--- src/hw/rtl/bpu_pkg.sv ---
// ----------------------------------------------------------------------------
// bpu_pkg
// Shared widths, codes and defaults for the ballot path unranker.
// ----------------------------------------------------------------------------
package bpu_pkg;

  // default for the largest symbol count covered by the count table
  localparam int MAX_SYMBOLS_DEF = 28;

  localparam int SUPPORT_W = 32;
  localparam int LENGTH_W  = 6;
  localparam int OCC_W     = 5;
  localparam int RANK_W    = 64;
  localparam int WORD_W    = 64;

  localparam int POS_IDX_W = $clog2(SUPPORT_W);
  localparam int HEIGHT_W  = 6;   // height reaches at most SUPPORT_W + 1
  localparam int SEEN_W    = 6;   // up to SUPPORT_W set bits

  typedef logic [1:0] code_t;

  localparam code_t CODE_EMPTY = 2'd0;
  localparam code_t CODE_R     = 2'd1;
  localparam code_t CODE_L     = 2'd2;

endpackage

--- src/hw/rtl/bpu_walk.sv ---
// ----------------------------------------------------------------------------
// bpu_walk
// Position scanner and shared compare/subtract unit that unranks the path.
// ----------------------------------------------------------------------------
module bpu_walk #(
  parameter int MAX_SYMBOLS = bpu_pkg::MAX_SYMBOLS_DEF,
  parameter int CNT_W       = MAX_SYMBOLS,
  parameter int ADDR_W      = $clog2((MAX_SYMBOLS + 1) * (MAX_SYMBOLS + 2))
) (
  input  logic                         clk,
  input  logic                         rst,
  input  logic                         table_ready,
  input  logic                         in_valid,
  output logic                         in_ready,
  input  logic [bpu_pkg::SUPPORT_W-1:0] support_mask,
  input  logic [bpu_pkg::LENGTH_W-1:0]  length,
  input  logic [bpu_pkg::OCC_W-1:0]     occupied_count,
  input  logic [bpu_pkg::RANK_W-1:0]    path_rank,
  output logic                         out_valid,
  input  logic                         out_ready,
  output logic [bpu_pkg::WORD_W-1:0]    mate_word,
  output logic                         count_error,
  output logic                         rd_en,
  output logic [ADDR_W-1:0]            rd_addr,
  input  logic [CNT_W-1:0]             rd_data
);
  import bpu_pkg::*;

  localparam int COLS   = MAX_SYMBOLS + 2;
  localparam int WIDE_W = ADDR_W + 6;

  typedef enum logic [3:0] {
    S_IDLE   = 4'b0001,
    S_SCAN   = 4'b0010,
    S_DECIDE = 4'b0100,
    S_DONE   = 4'b1000
  } state_t;

  state_t               state;
  logic [SUPPORT_W-1:0] support;
  logic [LENGTH_W-1:0]  len;
  logic [OCC_W-1:0]     occ;
  logic [RANK_W-1:0]    rank;
  logic [WORD_W-1:0]    word;
  logic [LENGTH_W-1:0]  pos;
  logic [SEEN_W-1:0]    seen;
  logic [HEIGHT_W-1:0]  height;
  logic                 err;
  logic                 zero_q;

  logic [SEEN_W-1:0]    seen_inc;
  logic [OCC_W-1:0]     rem;
  logic [HEIGHT_W-1:0]  col;
  logic                 lookup_zero;
  logic [WIDE_W-1:0]    addr_wide;
  logic                 bit_set;
  logic                 at_end;
  logic [RANK_W-1:0]    r_count;
  logic                 take_r;

  assign in_ready = table_ready && (state == S_IDLE);

  assign seen_inc  = seen + SEEN_W'(1);
  assign rem       = occ - seen_inc[OCC_W-1:0];
  assign col       = height - HEIGHT_W'(1);
  assign at_end    = (pos == len);
  assign bit_set   = support[pos[POS_IDX_W-1:0]] && !err;

  // entries outside the table, and height zero, count as no R paths
  assign lookup_zero = (height == '0) ||
                       ({1'b0, rem} > SEEN_W'(MAX_SYMBOLS)) ||
                       (col >= HEIGHT_W'(COLS));
  assign addr_wide = WIDE_W'(rem) * WIDE_W'(COLS) + WIDE_W'(col);
  assign rd_addr   = addr_wide[ADDR_W-1:0];
  assign rd_en     = (state == S_SCAN) && !at_end && bit_set && (seen_inc <= SEEN_W'(occ));

  assign r_count = zero_q ? '0 : RANK_W'(rd_data);
  assign take_r  = (rank < r_count);

  always_ff @(posedge clk) begin
    if (rst) begin
      state     <= S_IDLE;
      out_valid <= 1'b0;
    end else begin
      // a new result loaded in S_DONE takes over the slot instead
      if (out_valid && out_ready && (state != S_DONE)) begin
        out_valid <= 1'b0;
      end
      unique case (state)
        S_IDLE: begin
          if (in_valid && in_ready) begin
            support <= support_mask;
            len     <= (length > LENGTH_W'(SUPPORT_W)) ? LENGTH_W'(SUPPORT_W) : length;
            occ     <= occupied_count;
            rank    <= path_rank;
            word    <= '0;
            pos     <= '0;
            seen    <= '0;
            height  <= HEIGHT_W'(1);
            err     <= 1'b0;
            state   <= S_SCAN;
          end
        end
        S_SCAN: begin
          if (at_end) begin
            state <= S_DONE;
          end else if (rd_en) begin
            seen   <= seen_inc;
            zero_q <= lookup_zero;
            state  <= S_DECIDE;
          end else begin
            // empty position, or a set bit past the occupied count
            if (bit_set) begin
              err <= 1'b1;
            end
            word <= {word[WORD_W-3:0], CODE_EMPTY};
            pos  <= pos + LENGTH_W'(1);
          end
        end
        S_DECIDE: begin
          if (take_r) begin
            word   <= {word[WORD_W-3:0], CODE_R};
            height <= height - HEIGHT_W'(1);
          end else begin
            word   <= {word[WORD_W-3:0], CODE_L};
            height <= height + HEIGHT_W'(1);
            rank   <= rank - r_count;
          end
          pos   <= pos + LENGTH_W'(1);
          state <= S_SCAN;
        end
        S_DONE: begin
          if (!out_valid || out_ready) begin
            mate_word   <= word;
            count_error <= err;
            out_valid   <= 1'b1;
            state       <= S_IDLE;
          end
        end
        default: begin
          state <= S_IDLE;
        end
      endcase
    end
  end

endmodule

--- config.mk ---
export PLATFORM = sky130hd
export DESIGN_NAME = bpu_walk
export DESIGN_NICKNAME = d
export VERILOG_FILES = /design/src/hw/rtl/bpu_pkg.sv /design/src/hw/rtl/bpu_walk.sv
export SDC_FILE = /design/constraint.sdc
export NUM_CORES = 1
export LEC_CHECK = 0
export BUFFER_PORTS_ARGS = -buffer_cell sky130_fd_sc_hd__buf_4
export CAP_MARGIN = 20
export CORE_MARGIN = 4
export CORE_UTILIZATION = 25
export CTS_CLUSTER_SIZE = 25
export DETAILED_ROUTE_END_ITERATION = 10
export PLACE_DENSITY = 0.4
export SETUP_SLACK_MARGIN = 0.1
export SLEW_MARGIN = 20
export SYNTH_ARGS = -nofsm -noshare
export SYNTH_HDL_FRONTEND = slang
export SYNTH_SLANG_ARGS = --single-unit
--- constraint.sdc ---
create_clock -name clk -period 15.6 [get_ports clk]
set_input_delay 0.78 -clock clk [delete_from_list [all_inputs] [get_ports clk]]
set_output_delay 0.78 -clock clk [all_outputs]
set_load 0.02 [all_outputs]
==> run_results.csv <==
group,metric,value,unit
worst_setup_path,critPathSlowestCell,"fa_1",
timing,slew_headroom,0.301,
clock_network,cts_buffers,35,
final_layout,syn_to_final_growth,27.2,%
final_layout,mostFrequentLayoutCell,"edfxtp_1",
final_layout,layout_common_cells,"256 x edfxtp_1, 227 x buf_4, 97 x nand2_1",
synth,synth_fp_nets,1312,
detailed_routing,wl_per_cell,17.2,µm
synth,synth_async_sr_flop_share,0,
place,gp_congestion,0.821,
timing,post-route-period-util,0.386,
timing,rsz0062_at_grt,"false",
final_layout,final_nets,1531,
grt,antenna_found_initial,0,
worst_setup_path,critPathRequiredTime,14.82,ns
timing,fin_setup_tns,0,ns
die,initial_utilization,0.254,
timing,setup_slack,9.58,ns
die,row_count,84,
timing,worst_pin_slew,1.05,ns
grt,track_usage,0.121,
detailed_routing,ant_nets,0,
worst_setup_path,worstPathArrival,5.24,ns
worst_setup_path,cp-start-kind,"flop",
timing,finalSetupViolCount,0,
synth,synth_area_per_cell,12.1,µm²
clock_network,cts-root-buf,"clkbuf_16",
clock_network,cts_max_level,2,
synth,ys_seq_area_frac,0.581,
detailed_routing,post-route-drc-count,0,
timing,finalMaxSlewViolations,0,
clock_network,hold_buffers,0,
power,comb_power_share,0.380,
clock_network,cts.clk_slew.worst_paths,0.06,ns
place,detailed_place_hpwl,24.8,mm
power,p_clk_frac,0.306,
clock_network,cts_resized,0,
worst_setup_path,crit_type,"reg2out",
run,cap_violations,0,
detailed_routing,drt_iter0_markers,518,
worst_setup_path,crit_path_cell_trace,"ha_1 -> ha_1 -> ha_1 -> nor2_1 -> xnor2_1 -> fa_1 -> inv_1 -> fa_1 -> inv_1 -> fa_1 -> inv_1 -> ha_1 -> inv_1 -> o21ai_0 -> a21o_1 -> nand2_1 -> nor3_1 -> xnor2_1 -> buf_4",
clock_network,post_cts_buffers,0,
synth,synth_area,13400,µm²
detailed_routing,vias,9078,
timing,max_freq,166,MHz
synth,synth_top_cell_area_share,0.574,
timing,fin_crit,6.02,ns
power,p_leak,0.00641,µW
place,io_buffers,217,
clock_network,insertion_delay,0.54,ns
synth,yosysUniqueCellTypes,61,
synth,yosysTopAreaCell,"edfxtp_1",
clock_network,cts_tree,"yes",
worst_setup_path,cp-end-kind,"output port",
worst_setup_path,crit_family,"adder cells",
worst_setup_path,crit_fanout,5,
grt,grt_max_degree,76,
die,io_pins,218,
synth,yosys-top-cells-area,"edfxtp_1 57%, ha_1 5.4%, xnor2_1 4.9%, nor2b_1 3.5%, nand2_1 2.7%",
die,fp.dieH,240,µm
grt,grt_overflow,0,
power,power_density,165,nW/µm²
clock_network,cts_max_path_buffers,3,
worst_hold_path,hp-class,"reg2reg",
synth,synth-edff-count,256,
power,sw_frac_of_total,0.343,
outcome,status,"finished clean",
timing,finalHoldViolCount,0,
power,p_int,1850,µW
final_layout,diodes,0,
worst_setup_path,critPathBufInv,5,
synth,ys.flop_type,"edfxtp_1",
detailed_routing,wirelength,35.2,mm
clock_network,cts_sinks,261,
die,fp.dieW,240,µm
power,vdd_drop_max,0.000393,V
final_layout,drive_gt1_frac,0.236,
detailed_routing,dr.pass1.iters,5,
timing,finClkSkew,0.0216,ns
synth,synth_cells,1108,
place,preCtsSetupSlack,10.09,ns
worst_setup_path,max_stage_delay,0.54,ns
die,core-area,52800,µm²
detailed_routing,viasPerCell,4.45,
power,p_sw,962,µW
power,power_frac_seq,0.314,
synth,synth-seq-cells,261,
die,die_area,57400,µm²
grt,grt_pass1_vias,9501,
synth,ys_warn_count,0,
grt,grt_pass1_wl,54.4,mm
worst_setup_path,r2r_setup_slack,10.87,ns
==> kinds of logic after synthesis <==
logic type                 Yosys count  share of synthesized area
xor gates and xnor gates            99                     0.0647
muxes                               14                     0.0190
buffers and inverters               91                     0.0284
DFF                                261                      0.581
adders and majority gates           64                     0.0631
and+or+nand+nor                    374                      0.151
AOI/OAI and AO/OA                  205                     0.0931
==> routing by layer <==
layer	track usage	up-vias	share of wire
li1	-	4456	-
met1	0.164	4389	0.46
met2	0.193	192	0.46
met3	0.0287	41	0.055
met4	0.0359	0	0.020
met5	0	-	0
==> worst paths after layout <==
check / startpoint / end / cells after the start
setup / recovery: seen[0] / rd_addr[9] / 19
hold / removal: word[63] / mate_word[63] / 0
setup reg to reg: zero_q / rank[62] / 10
hold reg to reg: word[63] / mate_word[63] / 0
==> metrics by stage <==
step	area, µm²	total power (µW)	std cells	util	hold WS (ns)
after floorplan	13400	1620	1108	-	0.400
after global placement	15800	1970	1978	0.299	0.404
after detailed placement	15800	1980	1978	0.299	0.405
after CTS	17000	2860	2042	0.323	0.371
after global routing	17000	2980	2042	0.323	0.385
final	17000	2810	2042	0.323	0.418
==> synthesized netlist by cell type (8+ instances only) <==
cell type and number:
a211oi_1 8, a21o_1 22, a21oi_1 45, a31oi_1 8, clkbuf_1 34, edfxtp_1 256, ha_1 58, inv_1 46
mux4_2 9, nand2_1 97, nand2b_1 35, nand3_1 17, nand4_1 10, nor2_1 56, nor2b_1 76, nor3_1 27
nor4_1 9, o21a_1 8, o21ai_0 68, o21ai_1 11, o21bai_1 11, xnor2_1 75, xor2_1 24
==> area by class of cell <==
class,count,area (µm²)
clock inverters,22,309
well taps,688,861
inverters,46,173
multi-input cells,756,5270
fillers,5419,35700
flip-flops and latches,261,7790
repair buffers,227,1700
clock buffers,42,932
==> sequential cells by signal, indices dropped and copies added, names as in the netlist <==
signal and count:
occ 5, zero_q 1, support 32, word 64, out_valid 1, rank 64
seen 6, count_error 1, state 4, len 6, err 1, pos 6
height 6, mate_word 64
==> power groups by stage <==
stage | Combinational [µW] | Sequential (µW) | Clock [µW]
floorplan | 733 | 889 | 0
global placement | 1080 | 897 | 0
detailed placement | 1080 | 896 | 0
CTS | 1080 | 883 | 889
global route | 1180 | 890 | 915
finish | 1070 | 882 | 860
(Power assumes the default switching activity.)
