--- src/hw/rtl/bpu_ram.sv ---
// ----------------------------------------------------------------------------
// bpu_ram
// Generic single-write, single-read RAM with registered read data.
// ----------------------------------------------------------------------------
module bpu_ram #(
  parameter int WIDTH  = 8,
  parameter int DEPTH  = 16,
  parameter int ADDR_W = $clog2(DEPTH)
) (
  input  logic              clk,
  input  logic              we,
  input  logic [ADDR_W-1:0] waddr,
  input  logic [WIDTH-1:0]  wdata,
  input  logic              re,
  input  logic [ADDR_W-1:0] raddr,
  output logic [WIDTH-1:0]  rdata
);

  logic [WIDTH-1:0] mem [DEPTH];

  always_ff @(posedge clk) begin
    if (we) begin
      mem[waddr] <= wdata;
    end
    if (re) begin
      rdata <= mem[raddr];
    end
  end

endmodule

--- config.mk ---
export PLATFORM = sky130hd
export DESIGN_NAME = bpu_ram
export DESIGN_NICKNAME = d
export VERILOG_FILES = /design/src/hw/rtl/bpu_ram.sv
export SDC_FILE = /design/constraint.sdc
export NUM_CORES = 1
export LEC_CHECK = 0
export ABC_CLOCK_PERIOD_IN_PS = 4300
export BUFFER_PORTS_ARGS = -buffer_cell sky130_fd_sc_hd__clkbuf_2
export CAP_MARGIN = 20
export CELL_PAD_IN_SITES_DETAIL_PLACEMENT = 0
export CELL_PAD_IN_SITES_GLOBAL_PLACEMENT = 2
export CORE_MARGIN = 1.5
export CORE_UTILIZATION = 46
export DETAILED_ROUTE_END_ITERATION = 12
export PLACE_DENSITY = 0.74
export SLEW_MARGIN = 20
export SYNTH_ARGS = -nofsm -noshare
export SYNTH_HDL_FRONTEND = slang
export SYNTH_SLANG_ARGS = --single-unit
--- constraint.sdc ---
create_clock -name clk -period 4.3 [get_ports clk]
set_input_delay 0 -clock clk [delete_from_list [all_inputs] [get_ports clk]]
set_output_delay 0 -clock clk [all_outputs]
set_load 0.01 [all_outputs]
==> flow_summary_export.csv, run 1 <==
group,metric,value,unit
critical_path,rr_startpoint,"mem[2][6]",
global_route,grt_pass1_vias,2492,
drt,wl_per_cell,24.40,µm
critical_path,crit_chain,"clkbuf_2 > buf_4 > mux4_2 > a22oi_1 > nand2_1",
clock_network,hold_buffers,1,
place,placed_area,0.005477,mm²
clock_network,cts_made_buffers,17,
synthesis,synth_seq_cells,136,
sta,fin_crit_sh,39.36,%
floorplanning,initial_core_util,47.60,%
critical_path,critPathKind,"in2reg",
drt,drtIter0Drc,182,
global_route,track_usage,19.77,%
clock_network,clock_sinks,136,
global_route,met2_usage,27.82,%
place,port_buffers,26,
synthesis,syn_area_per_cell,22.83,µm²
sta,clock-skew-final,0.006578,ns
place,gp_congestion,0.7042,
synthesis,syn_nets,248,
critical_path,max_stage_delay,0.61,ns
global_route,grt_pass1_wl,15380,µm
drt,firstDrtPassIters,4,
power_and_ir_drop,finalPower,3107,µW
global_route,overflow,0,
sta,relSlewSlack,28.95,%
floorplanning,rows,38,
final_layout,multi_input_area,0.001075,mm²
critical_path,cpMaxStageDelayCell,"mux4_2",
sta,fin_tns_setup,0,ns
floorplanning,io_pins,27,
critical_path,startpoint,"raddr[0]",
drt,via_per_inst,5.724,
critical_path,worst_ep_arrival_time,1.85,ns
place,detailed_place_hpwl,6249,µm
floorplanning,die_area,0.01201,mm²
sta,fmax,590.8,MHz
power_and_ir_drop,ir_drop,256.5,µV
critical_path,worstPathMaxFanout,19,
clock_network,clk_latency,0.41,ns
drt,vias,2410,
clock_network,post_cts_buffers,0,
global_route,grt-busiest-layer,"met1",
hold_path,hold_class,"in2reg",
sta,hold_viol,0,
hold_path,hp-start,"wdata[0]",
place,post-place-cells,387,
final_layout,area_growth,16.90,%
final_layout,drive_above_1_share,29.18,%
clock_network,cts_max_level,4,
synthesis,synth_warnings,0,
sta,final-max-slew-violation-count,0,
floorplanning,die_h,109.6,µm
global_route,grt_max_degree,33,
sta,worst_pin_slew,1.062,ns
drt,ant_nets,0,
final_layout,layoutNonFillerInstCount,421,
synthesis,synth_cells,229,
critical_path,crit_path_end_kind,"flip-flop",
final_layout,final_cell_area,0.006111,mm²
sta,setup_viol,0,
critical_path,critPathRequiredTime,4.46,ns
final_layout,num_antenna_cells,0,
clock_network,cts_resized,0,
drt,wirelength,10270,µm
sta,post-route-min-period,1.693,ns
final_layout,regArea,0.004084,mm²
synthesis,ys_seq_area_share,78.12,%
drt,drcViolationCount,0,
clock_network,cts-root-buf,"clkbuf_16",
clock_network,clk_pin_slew,0.06,ns
synthesis,post_synth_num_cell_types,18,
clock_network,clk_path_buf_depth,2,
global_route,globalRouteMet3Util,5.216,%
sta,rsz0062_at_grt,"false",
final_layout,nFillCells,808,
critical_path,start_kind,"input pin",
status,outcome,"finished clean",
power_and_ir_drop,power_leakage,0.002035,µW
clock_network,cts_tree,"done",
global_route,antenna_found_initial,0,
power_and_ir_drop,power_density,508.5,mW/mm²
flow_run,cap_viol_max_count,0,
floorplanning,coreArea,0.01098,mm²
synthesis,synthesis.area,0.005228,mm²
floorplanning,die_w,109.6,µm
final_layout,nets,287,
global_route,grtUsageMet1,29.32,%
stage by stage:
stage | util [%] | hold slack [ns] | setup slack [ns]
6_report | 55.64 | 0.01276 | 2.607
2_1_floorplan | - | 0.09887 | 2.807
3_5_place_dp | 49.86 | 0.4233 | 2.123
3_3_place_gp | 49.86 | 0.4080 | 2.123
5_1_grt | 55.64 | 0.01802 | 2.493
4_1_cts | 55.51 | 0.004159 | 2.548
cells by family (layout without fill, tap and decap cells):
kind of cell	count (synthesis)	count (layout)	share of synthesized area, %
AOI/OAI and AO/OA	16	16	2.298
and+or+nand+nor	35	35	3.136
DFF	136	136	78.12
muxes	32	32	14.79
buffers and inverters	10	62	1.651
final cells by class:
class / count / area share, %
Timing Repair Buffer: 30 / 2.723
Multi-Input combinational cell: 83 / 17.59
Sequential cell: 136 / 66.83
Tap cell: 140 / 2.867
Clock inverter: 14 / 2.969
Clock buffer: 18 / 7.023
worst max-delay path: cells and delay by family:
family | cells | cell delay [ns]
compound gates | 1 | 0.22
buf+inv | 2 | 0.92
mux | 1 | 0.61
simple gates | 1 | 0.08
power by group:
group          switching (µW)  internal, µW
clock network             509           963
logic                    79.8          53.0
registers                7.86          1490
Yosys cell counts:
cell,count,area share (%)
mux4_1,14,7.0
nand3_1,1,0.096
and2_1,1,0.12
nor3_1,4,0.38
a22oi_1,16,2.3
edfxtp_1,136,78
or3b_2,1,0.17
buf_2,3,0.29
clkdlybuf4s25_2,3,0.57
and2b_1,1,0.14
buf_6,3,0.65
nand3b_1,2,0.29
nand2_1,9,0.65
mux4_2,18,7.8
nor2_1,13,0.93
buf_4,1,0.14
nand2b_1,2,0.24
nor2b_1,1,0.12
cells in the final DEF (no fill, tap or decap):
master	count
edfxtp_1	136
clkbuf_2	26
mux4_2	18
clkbuf_16	17
a22oi_1	16
mux4_1	14
nor2_1	12
nand2_1	9
clkinv_2	5
bufinv_16	4
nor3_2	3
nand3b_1	2
nand2b_1	2
clkinvlp_4	2
clkinv_4	2
buf_4	2
nor2b_1	1
and2_1	1
and2b_1	1
nand3_1	1
nor3_1	1
or3b_2	1
nor2_2	1
clkinv_1	1
clkbuf_1	1
dlygate4sd3_1	1
buf_6	1
sequential cells by signal, indices dropped and copies added, names as in the netlist:
signal,count
mem,128
rdata,8
final timing paths:
check             cells after the start         to  slack, ns
setup / recovery                      5   rdata[5]       2.61
hold / removal                        1  mem[4][0]       0.01
setup reg to reg                      3   rdata[6]       2.85
hold reg to reg                       3   rdata[0]       0.75
metal layers:
metal / up-vias / wire length [µm]
met1: 1267 / 4910
met2: 77 / 4727
met3: 4 / 563
met5: - / 0
li1: 1062 / -
met4: 0 / 71
No activity file was read; power rests on OpenSTA's default activity.
==> inputs of run 2 (changes only) <==
--- a/config.mk
+++ b/config.mk
@@ -5,15 +5,16 @@
 export SDC_FILE = /design/constraint.sdc
 export NUM_CORES = 1
 export LEC_CHECK = 0
-export ABC_CLOCK_PERIOD_IN_PS = 4300
+export ABC_AREA = 1
+export ABC_CLOCK_PERIOD_IN_PS = 1700
 export BUFFER_PORTS_ARGS = -buffer_cell sky130_fd_sc_hd__clkbuf_2
 export CAP_MARGIN = 20
 export CELL_PAD_IN_SITES_DETAIL_PLACEMENT = 0
 export CELL_PAD_IN_SITES_GLOBAL_PLACEMENT = 2
 export CORE_MARGIN = 1.5
-export CORE_UTILIZATION = 46
+export CORE_UTILIZATION = 41
 export DETAILED_ROUTE_END_ITERATION = 12
-export PLACE_DENSITY = 0.74
+export PLACE_DENSITY = 0.78
 export SLEW_MARGIN = 20
 export SYNTH_ARGS = -nofsm -noshare
 export SYNTH_HDL_FRONTEND = slang
==> constraint.sdc (replaced) <==
create_clock -name clk -period 1.7 [get_ports clk]
set_input_delay 0 -clock clk [delete_from_list [all_inputs] [get_ports clk]]
set_output_delay 0 -clock clk [all_outputs]
set_load 0.01 [all_outputs]
==> run 2 against run 1 <==
  * Sequential power grew to 2.5 times the previous value
  * Die area up 25%
  * Clock-buffer cell count up 1
  * Routed wire length rose by 38%
  * Critical endpoint is now rdata[0]
  * Setup slack got worse by 2.1 ns
  * Highest routed layer unchanged
  * Clock skew decreased by 0.0032 ns
  * Core utilization down 7.1 points
  * Combinational power grew to 3.6 times the previous value
  * Power is 140% higher
  * Largest cell class unchanged
==> flow_summary_export.csv, run 2 <==
group,metric,value,unit
floorplanning,die_area,0.01499,mm²
sta,fin_tns_setup,0,ns
sta,post-route-min-period,1.171,ns
hold_path,hp-start,"raddr[3]",
clock_network,hold_buffers,1,
final_layout,utilization,48.57,%
place,detailed_place_hpwl,8754,µm
synthesis,synth_cells,551,
clock_network,cts_made_buffers,17,
power_and_ir_drop,finalPower,7533,µW
global_route,track_usage,20.67,%
sta,relSlewSlack,50.34,%
synthesis,ys.flop_type,"edfxtp_1",
synthesis,syn_nets,570,
power_and_ir_drop,power_density,1117,mW/mm²
clock_network,cts_max_level,4,
global_route,overflow,0,
critical_path,critPathKind,"reg2reg",
final_layout,area_growth,15.30,%
clock_network,clk_path_buf_depth,2,
floorplanning,die_h,122.4,µm
critical_path,rr_startpoint,"mem[7][0]",
critical_path,worst_ep_arrival_time,1.34,ns
sta,layout_setup_ws,0.5285,ns
final_layout,largest_register_ffs,128,
synthesis,async_reset_ff_share,0,%
final_layout,num_antenna_cells,0,
global_route,grt_max_degree,65,
final_layout,mostFrequentLayoutCells,"nand2_1, edfxtp_1, inv_1",
synthesis,synth_seq_cells,136,
synthesis,synth_most_common_cell,"nand2_1",
final_layout,drive_above_1_share,12.21,%
global_route,grt_pass1_vias,3557,
clock_network,cts_tree,"done",
hold_path,hold_class,"in2reg",
clock_network,cts-root-buf,"clkbuf_16",
sta,worst_pin_slew,0.7421,ns
clock_network,clk_latency,0.41,ns
floorplanning,io_pins,27,
drt,wl_per_cell,18.05,µm
place,gp_congestion,0.7816,
critical_path,crit_path_end_kind,"flip-flop",
synthesis,synth_top_cell_by_area,"edfxtp_1",
floorplanning,coreArea,0.01388,mm²
clock_network,cts_resized,0,
critical_path,regToRegSetupSlack,0.53,ns
final_layout,layout_commonest_cell,"nand2_1",
synthesis,post_synth_num_cell_types,11,
floorplanning,initial_core_util,42.12,%
sta,hold_viol,0,
drt,wirelength,14190,µm
critical_path,start_kind,"flip-flop",
sta,fmax,853.6,MHz
clock_network,post_cts_buffers,0,
synthesis,synth_edf_count,136,
floorplanning,die_w,122.4,µm
drt,firstDrtPassIters,5,
drt,vias,3791,
sta,setup_viol,0,
synthesis,ys_top_cells_by_area,"edfxtp_1, nand2_1, nand3_1",
clock_network,clk_pin_slew,0.05,ns
drt,ant_nets,0,
sta,final-max-slew-violation-count,0,
synthesis,synthTopCellsByCount,"nand2_1, edfxtp_1, inv_1, nand3_1, nor2_1",
power_and_ir_drop,ir_drop,584.3,µV
floorplanning,rows,43,
power_and_ir_drop,power_leakage,0.002913,µW
critical_path,startpoint,"mem[7][0]",
sta,clock-skew-final,0.003367,ns
synthesis,synth_warnings,0,
critical_path,critPathRequiredTime,1.87,ns
drt,drtIter0Drc,312,
final_layout,nFillCells,1310,
synthesis,yosysTopAreaCellShare,69.85,%
sta,rsz0062_at_grt,"false",
critical_path,worstPathMaxFanout,1,
final_layout,regMostFlops,"mem",
global_route,antenna_found_initial,0,
final_layout,largest_registers,"mem (128), rdata (8)",
final_layout,nets,612,
sta,hold_slack,0.06562,ns
synthesis,synthesis.area,0.005847,mm²
place,post-place-ws,0.3377,ns
place,port_buffers,26,
drt,drcViolationCount,0,
status,outcome,"finished clean",
synthesis,ys_seq_area_share,69.85,%
clock_network,clock_sinks,136,
synthesis,syn_area_per_cell,10.61,µm²
drt,via_per_inst,4.823,
flow_run,cap_viol_max_count,0,
global_route,grt_pass1_wl,21820,µm
sta,fin_crit_sh,68.91,%
run 2: changes by cell type after synthesis, moves of 10 or more:
cell / delta
a22oi_1: -16
buf_2: +10
inv_1: +100
mux4_1: -14
mux4_2: -18
nand2_1: +164
nand3_1: +96
run 2: cells by family (layout without fill, tap and decap cells):
kind of cell | Yosys count | in the layout | synth area share [%]
AND/OR/NAND/NOR | 289 | 289 | 20.76
flip-flops | 136 | 136 | 69.85
buffers and inverters | 126 | 181 | 9.394
run 2: per-stage QoR:
stage                     instances  area [µm²]
after CTS                       786        6741
after global routing            786        6741
after global placement          753        6211
after floorplan                 551        5847
final                           786        6741
after detailed placement        753        6211
run 2: routing by layer:
layer | global-route usage (%) | vias up | wire length [µm]
met4 | 8.067 | 0 | 242
met1 | 30.58 | 1818 | 7033
met5 | 0 | - | 0
li1 | - | 1865 | -
met2 | 29.85 | 94 | 6227
met3 | 4.322 | 14 | 685
run 2: critical path, stage by stage, from the launching register on:
cell and delay, ns:
edfxtp_1 0.35, inv_1 0.07, nand2_1 0.05, nand3_1 0.09, nand3_1 0.10, nand3_1 0.19, nand2_1 0.07
run 2: path summary, 6_finish.rpt:
check                           cells past startpoint        to
worst min-delay path                                3  rdata[3]
worst max-delay path                                6  rdata[0]
worst min register to register                      6  rdata[2]
worst max register to register                      6  rdata[0]
run 2: where the power goes:
part / internal (µW) / total [µW] / switching, µW
clock network: 1960 / 3260 / 1290
logic: 135 / 473 / 338
registers: 3780 / 3800 / 23.4
run 2: cell type report:
class	count	area [µm²]	area share [%]
Clock buffer	19	432.9	6.422
Multi-Input combinational cell	289	1214	18.00
Timing Repair Buffer	47	315.3	4.677
Sequential cell	136	4084	60.58
Clock inverter	13	87.58	1.299
Tap cell	180	225.2	3.341
Inverter	102	382.9	5.679
