$ cat src/hw/rtl/bpu_pkg.sv
// ----------------------------------------------------------------------------
// bpu_pkg
// Shared widths, codes and defaults for the ballot path unranker.
// ----------------------------------------------------------------------------
package bpu_pkg;

  // default for the largest symbol count covered by the count table
  localparam int MAX_SYMBOLS_DEF = 28;

  localparam int SUPPORT_W = 32;
  localparam int LENGTH_W  = 6;
  localparam int OCC_W     = 5;
  localparam int RANK_W    = 64;
  localparam int WORD_W    = 64;

  localparam int POS_IDX_W = $clog2(SUPPORT_W);
  localparam int HEIGHT_W  = 6;   // height reaches at most SUPPORT_W + 1
  localparam int SEEN_W    = 6;   // up to SUPPORT_W set bits

  typedef logic [1:0] code_t;

  localparam code_t CODE_EMPTY = 2'd0;
  localparam code_t CODE_R     = 2'd1;
  localparam code_t CODE_L     = 2'd2;

endpackage

$ cat src/hw/rtl/bpu_fill.sv
// ----------------------------------------------------------------------------
// bpu_fill
// Builds the ballot count table after reset, one entry per cycle, row by row.
// ----------------------------------------------------------------------------
module bpu_fill #(
  parameter int MAX_SYMBOLS = bpu_pkg::MAX_SYMBOLS_DEF,
  parameter int CNT_W       = MAX_SYMBOLS,
  parameter int ADDR_W      = $clog2((MAX_SYMBOLS + 1) * (MAX_SYMBOLS + 2))
) (
  input  logic              clk,
  input  logic              rst,
  output logic              we,
  output logic [ADDR_W-1:0] waddr,
  output logic [CNT_W-1:0]  wdata,
  output logic              done
);

  localparam int ROWS  = MAX_SYMBOLS + 1;
  localparam int COLS  = MAX_SYMBOLS + 2;
  localparam int ROW_W = $clog2(ROWS);
  localparam int COL_W = $clog2(COLS);

  // previous row circulates through a shift line; new entries enter at the tail
  logic [CNT_W-1:0] row_sr [COLS];
  logic [CNT_W-1:0] last;     // previous-row entry one column to the left
  logic [ROW_W-1:0] row;
  logic [COL_W-1:0] col;
  logic [CNT_W-1:0] entry;
  logic             last_col;
  logic             last_row;

  assign last_col = (col == COL_W'(COLS - 1));
  assign last_row = (row == ROW_W'(ROWS - 1));

  always_comb begin
    if (row == '0) begin
      entry = row_sr[0];
    end else if (last_col) begin
      entry = '0;
    end else begin
      entry = last + row_sr[1];
    end
  end

  assign we    = !done;
  assign wdata = entry;

  always_ff @(posedge clk) begin
    if (rst) begin
      done  <= 1'b0;
      row   <= '0;
      col   <= '0;
      waddr <= '0;
      last  <= '0;
      for (int i = 0; i < COLS; i++) begin
        row_sr[i] <= (i == 0) ? CNT_W'(1) : '0;
      end
    end else if (!done) begin
      for (int i = 0; i < COLS - 1; i++) begin
        row_sr[i] <= row_sr[i + 1];
      end
      row_sr[COLS - 1] <= entry;
      waddr <= waddr + ADDR_W'(1);
      if (last_col) begin
        col  <= '0;
        last <= '0;
        row  <= row + ROW_W'(1);
        if (last_row) begin
          done <= 1'b1;
        end
      end else begin
        col  <= col + COL_W'(1);
        last <= row_sr[0];
      end
    end
  end

endmodule

$ cat config.mk
export PLATFORM = sky130hd
export DESIGN_NAME = bpu_fill
export DESIGN_NICKNAME = d
export VERILOG_FILES = /design/src/hw/rtl/bpu_pkg.sv /design/src/hw/rtl/bpu_fill.sv
export SDC_FILE = /design/constraint.sdc
export NUM_CORES = 1
export LEC_CHECK = 0
export ABC_AREA = 1
export BUFFER_PORTS_ARGS = -buffer_cell sky130_fd_sc_hd__buf_4
export CORE_UTILIZATION = 45
export CTS_CLUSTER_DIAMETER = 120
export CTS_CLUSTER_SIZE = 10
export DETAILED_ROUTE_END_ITERATION = 6
export SETUP_SLACK_MARGIN = 0.1
export SYNTH_ARGS = -nofsm -noshare
export SYNTH_HDL_FRONTEND = slang
export SYNTH_SLANG_ARGS = --single-unit
$ cat constraint.sdc
create_clock -name clk -period 20.8 [get_ports clk]
set_clock_uncertainty 0.1 [all_clocks]
set_input_delay 0 -clock clk [delete_from_list [all_inputs] [get_ports clk]]
set_output_delay 0 -clock clk [all_outputs]
set_load 0.01 [all_outputs]
==> flow_summary.toml, run 1 <==
[place]
pre_cts_ws_ps = 15180
place_area_sq_um = 37600
port_buffers = 41
gp_congestion = 0.825
placedCellCount = 4328
hpwl_microns = 31800

[finish]
post-route-util = 0.508
area_growth_pct = 11.1
layoutNonFillerInstCount = 4462
antenna-diode-count = 0
final_layout_size_suffix_gt1_frac = 0.0639
nFillCells = 7154
final_nets = 3414
final_cell_area_sq_um = 40300

[critical_path]
cp-endpoint = "row_sr[3][108]"
reg2reg_depth = 5
r2r-start = "done"
slowest_delay_ps = 920
crit_start = "rst"
start_kind = "input pin"
end_kind = "flop"
cp_data_required_time_ps = 20920
path_cells = "dlygate4sd3_1 -> buf_8 -> clkinv_1 -> buf_4 -> nand2_4 -> buf_4 -> buf_4 -> buf_4 -> buf_4"
arrival_ps = 5590
worst-path-max-fanout = 98
r2r_slack_ps = 16010
r2r-end = "row_sr[3][108]"
crit_top_cell = "buf_4"
worstSetupPathType = "input pin to flop"
crit_slowest_cell = "buf_4"

[floorplanning]
rows = 103
design.core.area_sq_um = 79400
initial_core_util = 0.457
die_x_microns = 286
die_area_sq_um = 81700
io_pins = 42
die_h_microns = 286

[routing]
vias = 19900
routed_wl_microns = 57600
dr.pass1.iters = 7
antenna_left = 0
wire_per_inst_microns = 12.9
drt-initial-drc-count = 1690
detail_route.vias_per_cell = 4.47
remaining_drc_errors = 0

[clock_network]
path_clk_slew_ps = 60
cts_tree = "built"
clk-insertion-delay-late_ps = 660
cts.sinks = 889
htreeDepth = 3
clk_path_buf_depth = 3
cts_root_buf = "clkbuf_16"
cts_resized = 0
numCtsBuffers = 98

[sta]
worst_slack_ps = 15330
timing.fmax_mhz = 183
relSlewSlack = 0.262
hold_viol_final = 0
tightestPinTransition_ps = 1110
setup_viol = 0
hold_ws_ps = 364
fin_crit_sh = 0.263
finalCriticalPeriod_ps = 5470
tns_ps = 0
slew_viol_final = 0
rsz0062_at_grt = "no"

[power_and_ir_drop]
fin_total_pwr_mw = 3.49
power.leakage_nw = 16.2
p_per_area_nw_per_um2 = 86.6
vdd_ir_drop_max_mv = 0.0744

[logic_synthesis]
ys_warn_count = 0
yosysSeqAreaShare = 0.723
synth_cell_types = 38
synthCells = 3328
syn_area_sq_um = 36300
syn_area_per_cell_sq_um = 10.9
syn-num-nets = 3363
ys_seq_elements = 889

[global_route]
antenna_found_initial = 0
grtUsageTotal = 0.144
grt_max_degree = 155
first_global_vias = 19100
grt_pass1_wl_microns = 95900
grt_overflow = 0

[min_path]
hp-class = "flop to flop"

[status]
status = "finished clean"

[run]
max_cap_viol_count = 0
[cell usage in the layout, fill, tap and decap left out, drive strengths merged, types with 6 or more instances in the layout]
master	n
buf	63
a21oi	61
inv	919
nand2	283
edfxtp	840
dfxtp	49
nand4	14
ha	32
nand3	109
clkinv	6
clkbuf	126
o21ai	18
nor3	6
nor2	861
[final cells by class]
class,count,area (sq um),share of cell area
timing repair buffer,64,490,0.0122
tap,1050,1310,0.0326
multi-input combinational,1408,6100,0.151
clock inverter,7,166,0.00413
clock buffer,126,2560,0.0635
inverter,918,3460,0.0858
sequential,889,26200,0.650
[timing repair]
| item | 4_1_cts | 5_1_grt |
|---|---|---|
| endpoints found under the hold margin | 93 | 0 |
| setup buffers | 0 | 0 |
| hold buffers | 1 | 0 |
[power by group]
group          switching, mW  total, mW  internal (mW)  leakage, nW
sequential           0.00137       1.93           1.93         10.8
combinational         0.0303     0.0352        0.00495         4.10
clock                  0.664       1.52          0.858         1.31
total                  0.696       3.49           2.79         16.2
[worst max-delay path, delay by kind of cell]
| kind | cells | cell delay [ps] |
|---|---|---|
| AND/OR/NAND/NOR | 1 | 500 |
| buffers and inverters | 8 | 4820 |
[worst min path at each step]
stage,from,to,slack [ps],cells past startpoint
detailed placement,waddr[3],waddr[3],340,1
global route,last[10],last[10],390,2
finish,row_sr[0][21],last[21],360,2
floorplan,waddr[9],waddr[9],220,0
global placement,waddr[9],waddr[9],340,1
CTS,rst,row_sr[6][72],360,3
[state kept, by name, summed over array words and instances (netlist names)]
name,flops
col,5
last,28
row_sr,840
row,5
waddr,10
done,1
[Yosys cell counts]
master | n | share of area
nand2_1 | 268 | 0.028
nand3_2 | 8 | 0.0022
nor2_2 | 8 | 0.0014
nand3_1 | 101 | 0.014
nand2_2 | 15 | 0.0026
clkinv_4 | 1 | 0.00024
clkbuf_1 | 52 | 0.0054
nor2_1 | 849 | 0.088
dfxtp_1 | 49 | 0.027
a21o_1 | 1 | 0.00021
inv_2 | 3 | 0.00031
o32ai_1 | 1 | 0.00024
nand4_1 | 13 | 0.0022
o31ai_1 | 1 | 0.00021
buf_2 | 54 | 0.0075
o21ai_0 | 11 | 0.0015
inv_1 | 913 | 0.095
o21ai_1 | 7 | 0.00097
and2_1 | 5 | 0.00086
a31oi_1 | 1 | 0.00017
o21ba_2 | 1 | 0.00028
a21oi_1 | 58 | 0.0080
nand3b_1 | 5 | 0.0010
clkinv_1 | 1 | 0.00010
nor3_2 | 1 | 0.00028
o21a_1 | 1 | 0.00021
nor3_1 | 5 | 0.00069
nand4_2 | 1 | 0.00034
fa_1 | 1 | 0.00055
xor2_1 | 4 | 0.00097
o21bai_1 | 1 | 0.00021
nor2_4 | 4 | 0.0012
or2_2 | 2 | 0.00034
buf_6 | 3 | 0.00093
edfxtp_1 | 840 | 0.70
a21oi_2 | 3 | 0.00072
buf_1 | 4 | 0.00041
ha_1 | 32 | 0.011
[metal layers]
layer / up-vias / GRT usage / routed length, microns
li1: 10300 / - / -
met1: 9335 / 0.211 / 28600
met2: 258 / 0.217 / 25400
met3: 99 / 0.0265 / 2330
met4: 0 / 0.0444 / 1280
met5: - / 0 / 0
[cell families (layout without fill, tap and decap cells)]
kind of cell,count (synthesis),count (layout),share of synthesized area
buffers and inverters,1031,1115,0.109
AO/OA/AOI/OAI,86,86,0.0127
AND/OR/NAND/NOR,1285,1285,0.143
XOR/XNOR,4,4,0.000966
adder cells (fa/ha/maj),33,33,0.0116
flip-flops,889,889,0.723
(Power assumes the default switching activity.)
==> inputs of run 2 (changes only) <==
Clock period 20.8 ns to 5.2 ns, I/O delays scaled along.
==> flow_summary.toml, run 2 (synthesis results as in run 1) <==
[critical_path]
end_kind = "primary output"
cp_data_required_time_ps = 5100
worst-path-max-fanout = 29
crit_family = "buffers and inverters"
path_buf_inv = 5
start_kind = "flop"
crit_start = "row[0]"
slowest_delay_ps = 500
path_cells = "inv_1 -> ha_1 -> nand4_1 -> inv_1 -> buf_4 -> nor2_4 -> inv_2 -> a21oi_1 -> o21ai_0 -> nand2_1 -> buf_4"
worstSetupPathType = "flop to primary output"
r2r_slack_ps = 2360
r2r-end = "row_sr[2][42]"
reg2reg_depth = 6
arrival_ps = 3080
r2r-start = "done"
crit_slowest_cell = "nor2_4"

[global_route]
use_met1 = 0.219
antenna_found_initial = 0
first_global_vias = 19400
busiest_layer = "met2"
grt_overflow = 0
grtUsageTotal = 0.150
grt_max_degree = 180
use_met2 = 0.226
use_met3 = 0.0245
grt_pass1_wl_microns = 98700

[finish]
final_layout_size_suffix_gt1_frac = 0.0653
layout_common_cells = "912 x inv_1, 848 x nor2_1, 840 x edfxtp_1"
final_cell_area_sq_um = 40500
antenna-diode-count = 0
largest_reg_flops = 840
final_common_cell = "inv_1"
final_nets = 3417
layoutNonFillerInstCount = 4467
area_growth_pct = 11.7
largestRegisters = "row_sr x840, last x28, waddr x10"
largest-register = "row_sr"

[clock_network]
cts.sinks = 889
clk-insertion-delay-late_ps = 670
post_cts_buffers = 0
cts_resized = 0
cts_root_buf = "clkbuf_16"
clk_path_buf_depth = 3
htreeDepth = 3
numCtsBuffers = 99
path_clk_slew_ps = 60
cts_hold_buf = 1
cts_tree = "built"

[sta]
tightestPinTransition_ps = 892
tns_ps = 0
setup_viol = 0
hold_viol_final = 0
relSlewSlack = 0.406
fin_crit_sh = 0.612
rsz0062_at_grt = "no"
slew_viol_final = 0
timing.fmax_mhz = 314
worst_slack_ps = 2020
finalCriticalPeriod_ps = 3180

[floorplanning]
rows = 103
design.core.area_sq_um = 79400
die_x_microns = 286
initial_core_util = 0.457
die_h_microns = 286
io_pins = 42
die_area_sq_um = 81700

[min_path]
hp-class = "input pin to flop"
hold_depth = 3
worstHoldEndpoint = "row_sr[6][98]"
hp-start = "rst"

[place]
placedCellCount = 4330
port_buffers = 41
pre_cts_ws_ps = 2350
place_area_sq_um = 37700
hpwl_microns = 33800
gp_congestion = 0.844

[routing]
drt-initial-drc-count = 1433
vias = 20100
detail_route.vias_per_cell = 4.50
remaining_drc_errors = 0
wire_per_inst_microns = 13.4
antenna_left = 0
dr.pass1.iters = 5
routed_wl_microns = 59900

[status]
status = "finished clean"

[run]
max_cap_viol_count = 0

[power_and_ir_drop]
vdd_ir_drop_max_mv = 0.271
p_per_area_nw_per_um2 = 346
power.leakage_nw = 16.3
fin_total_pwr_mw = 14.0
## run 2: worst max path at each step
stage                          endpoint  cells past startpoint  slack, ps
final                          wdata[6]                     11       2020
after global routing           wdata[5]                     11       1770
after CTS                      wdata[5]                     11       1930
after floorplan                    done                      3        820
after global placement    row_sr[2][94]                      6       2370
after detailed placement  row_sr[2][42]                      6       2350
## run 2: layout make-up
class | instances | area, sq um
Tap cell | 1050 | 1310
Timing Repair Buffer | 66 | 656
Clock buffer | 128 | 2610
Fill cell | 7193 | 38900
Sequential cell | 889 | 26200
Inverter | 918 | 3460
Multi-Input combinational cell | 1408 | 6120
Clock inverter | 8 | 149
## run 2: layer usage
metal	vias to the layer above	wire (microns)
met5	-	0
met4	0	1640
li1	10300	-
met1	9446	29600
met2	275	26400
met3	99	2220
## run 2: worst min-delay path: stages
cell	delay, ps
dlygate4sd3_1	560
buf_8	210
nor2_1	140
## run 2: per-stage QoR
step,hold WS (ps),util
2_1_floorplan,219,-
3_3_place_gp,339,0.475
3_5_place_dp,339,0.475
4_1_cts,276,0.510
5_1_grt,319,0.510
6_report,290,0.510
## run 2: power breakdown
part | switching [mW] | internal (mW) | total (mW)
logic | 0.126 | 0.0258 | 0.152
registers | 0.00522 | 7.72 | 7.72
clock network | 2.63 | 3.53 | 6.15
total | 2.76 | 11.3 | 14.0
==> inputs of run 3 (changes only) <==
Settings changed: ABC_AREA 1 to 0.
Clock period 5.2 ns to 2.76 ns, I/O delays scaled along.
==> flow_summary.toml, run 3 <==
[status]
status = "complete, but fails checks"
violations = "negative setup slack"

[logic_synthesis]
yosysMostFrequentCell = "edfxtp_1"
synth_common_cells = "840 x edfxtp_1, 505 x and2_1, 323 x nor2b_1"
yosysSeqAreaShare = 0.755
syn_area_sq_um = 34700
synthCells = 2243
syn-num-nets = 2278
ys_warn_count = 0
synth_top_area_cell = "edfxtp_1"
synth_cell_types = 69
synth-async-reset-ratio = 0
yosysTopAreaCellShare = 0.727
synth_edf_count = 840
syn_area_per_cell_sq_um = 15.5
synth_ff_type = "edfxtp_1"
synthTopCellsByArea = "edfxtp_1 73%, and2_1 9.1%, nor2b_1 5.8%, dfxtp_1 2.8%, clkbuf_1 1.2%"
ys_seq_elements = 889

[critical_path]
slowest_delay_ps = 430
path_buf_inv = 1
arrival_ps = 3160
path_cells = "ha_4 -> fa_2 -> a21o_4 -> a22o_4 -> a41oi_4 -> a211oi_2 -> or3_4 -> a32o_2 -> buf_6"
end_kind = "primary output"
reg2reg_depth = 12
crit_family = "compound AO/OA/AOI/OAI gates"
worstSetupPathType = "flop to primary output"
crit_slowest_cell = "edfxtp_1"
worst-path-max-fanout = 3
start_kind = "flop"
cp.depth = 9
cp_data_required_time_ps = 2660

[routing]
routed_wl_microns = 61500
dr.pass1.iters = 5
wl_met2_microns = 28200
remaining_drc_errors = 0
top_layer = "met4"
vias = 17300
wl_met3_microns = 2310
met1Wirelength_microns = 29300
drt-initial-drc-count = 1134
detail_route.vias_per_cell = 5.02
antenna_left = 0
wire_per_inst_microns = 17.8

[clock_network]
cts.sinks = 889
cts_tree = "built"
numCtsBuffers = 98
htreeDepth = 3
clk-insertion-delay-late_ps = 640
cts_root_buf = "clkbuf_16"
path_clk_slew_ps = 60
clk_path_buf_depth = 3

[sta]
slew_viol_final = 0
fin_crit_sh = 1.18
worst_slack_ps = -503
finalCriticalPeriod_ps = 3260
timing.fmax_mhz = 306
rsz0062_at_grt = "yes"
setup_viol = 25
hold_viol_final = 0
tightestPinTransition_ps = 911
relSlewSlack = 0.393

[place]
port_buffers = 41
placedCellCount = 3275
gp_congestion = 0.806
hpwl_microns = 33700

[floorplanning]
initial_core_util = 0.456
die_x_microns = 280
rows = 101
die_area_sq_um = 78200
die_h_microns = 280
io_pins = 42
design.core.area_sq_um = 76100

[finish]
layout_common_cells = "840 x edfxtp_1, 505 x and2_1, 320 x nor2b_1"
largestRegisters = "row_sr x840, last x28, waddr x10"
final_common_cell = "edfxtp_1"
largest_reg_flops = 840
final_nets = 2430
layoutNonFillerInstCount = 3455
antenna-diode-count = 0
final_layout_size_suffix_gt1_frac = 0.165
nFillCells = 6214
area_growth_pct = 17.4
largest-register = "row_sr"

[global_route]
grt_max_degree = 194
grt_overflow = 0
grtUsageTotal = 0.161
first_global_vias = 17800
grt_pass1_wl_microns = 99900
antenna_found_initial = 0

[min_path]
hp-class = "input pin to flop"
hold_depth = 3

[power_and_ir_drop]
p_per_area_nw_per_um2 = 642
power.leakage_nw = 16.6
vdd_ir_drop_max_mv = 0.473
fin_total_pwr_mw = 26.1

[run]
max_cap_viol_count = 0
-- run 3: cell types whose count changed after synthesis, moves of 88 or more --
cell,previous run,this run
inv_1,913,12
nor2_1,849,38
and2_1,5,505
nor2b_1,0,323
nand2_1,268,49
nand3_1,101,13
-- run 3: per-stage QoR --
step / setup TNS (ps) / setup WS, ps / hold WS [ps] / area [sq um] / util
floorplan: -9432730 / -11220 / 214 / 34700 / -
global placement: -37.8 / -23.6 / 277 / 36700 / 0.482
detailed placement: -170 / -61.1 / 284 / 36700 / 0.482
CTS: -7550 / -548 / 186 / 40200 / 0.529
global route: -9860 / -607 / 223 / 40700 / 0.536
finish: -6840 / -503 / 248 / 40700 / 0.536
-- run 3: final timing paths --
path | startpoint | to | slack, ps
min reg2reg | row_sr[0][6] | last[6] | 390
max reg2reg | row_sr[0][28] | row_sr[7][40] | -70
min | rst | waddr[3] | 250
max | row_sr[0][28] | wdata[22] | -500
-- run 3: cells by family (layout without fill, tap and decap cells) --
logic type,after synthesis,in the layout,synth area share
muxes,5,5,0.00144
buffers and inverters,129,311,0.0159
adders and majority gates,33,33,0.0121
xor gates and xnor gates,25,25,0.00631
AOI/OAI and AO/OA,167,167,0.0352
and+or+nand+nor,995,995,0.174
DFF,889,889,0.755
-- run 3: area by class of cell --
class | count | area (sq um) | area share
Clock buffer | 126 | 2600 | 0.0638
Sequential cell | 889 | 26200 | 0.643
Tap cell | 1030 | 1290 | 0.0316
Timing Repair Buffer | 169 | 1700 | 0.0417
Multi-Input combinational cell | 1225 | 8820 | 0.217
Clock inverter | 4 | 71.3 | 0.00175
Inverter | 12 | 53.8 | 0.00132
-- run 3: report_power, final --
part           total [mW]  switching (mW)  internal (mW)
clock                11.3            4.85           6.50
combinational       0.249           0.202         0.0469
sequential           14.6          0.0112           14.5
-- run 3: worst min-delay path, cell delays in order --
cell           delay, ps
dlygate4sd3_1        560
buf_8                210
nor2_1               130
-- run 3: what timing repair did --
item                                   in CTS  in global routing
setup buffers                              25                 30
setup endpoints to repair                  40                 37
endpoints found under the hold margin      55                  0
pin swaps                                  36                 42
hold buffers                                1                  0
gates resized for setup                   130                 70
cloned                                      0                  0
-- run 3: routing by layer --
| metal | GRT usage | vias up |
|---|---|---|
| li1 | - | 8240 |
| met1 | 0.234 | 8759 |
| met2 | 0.241 | 242 |
| met3 | 0.0324 | 100 |
| met4 | 0.0524 | 0 |
| met5 | 0 | - |
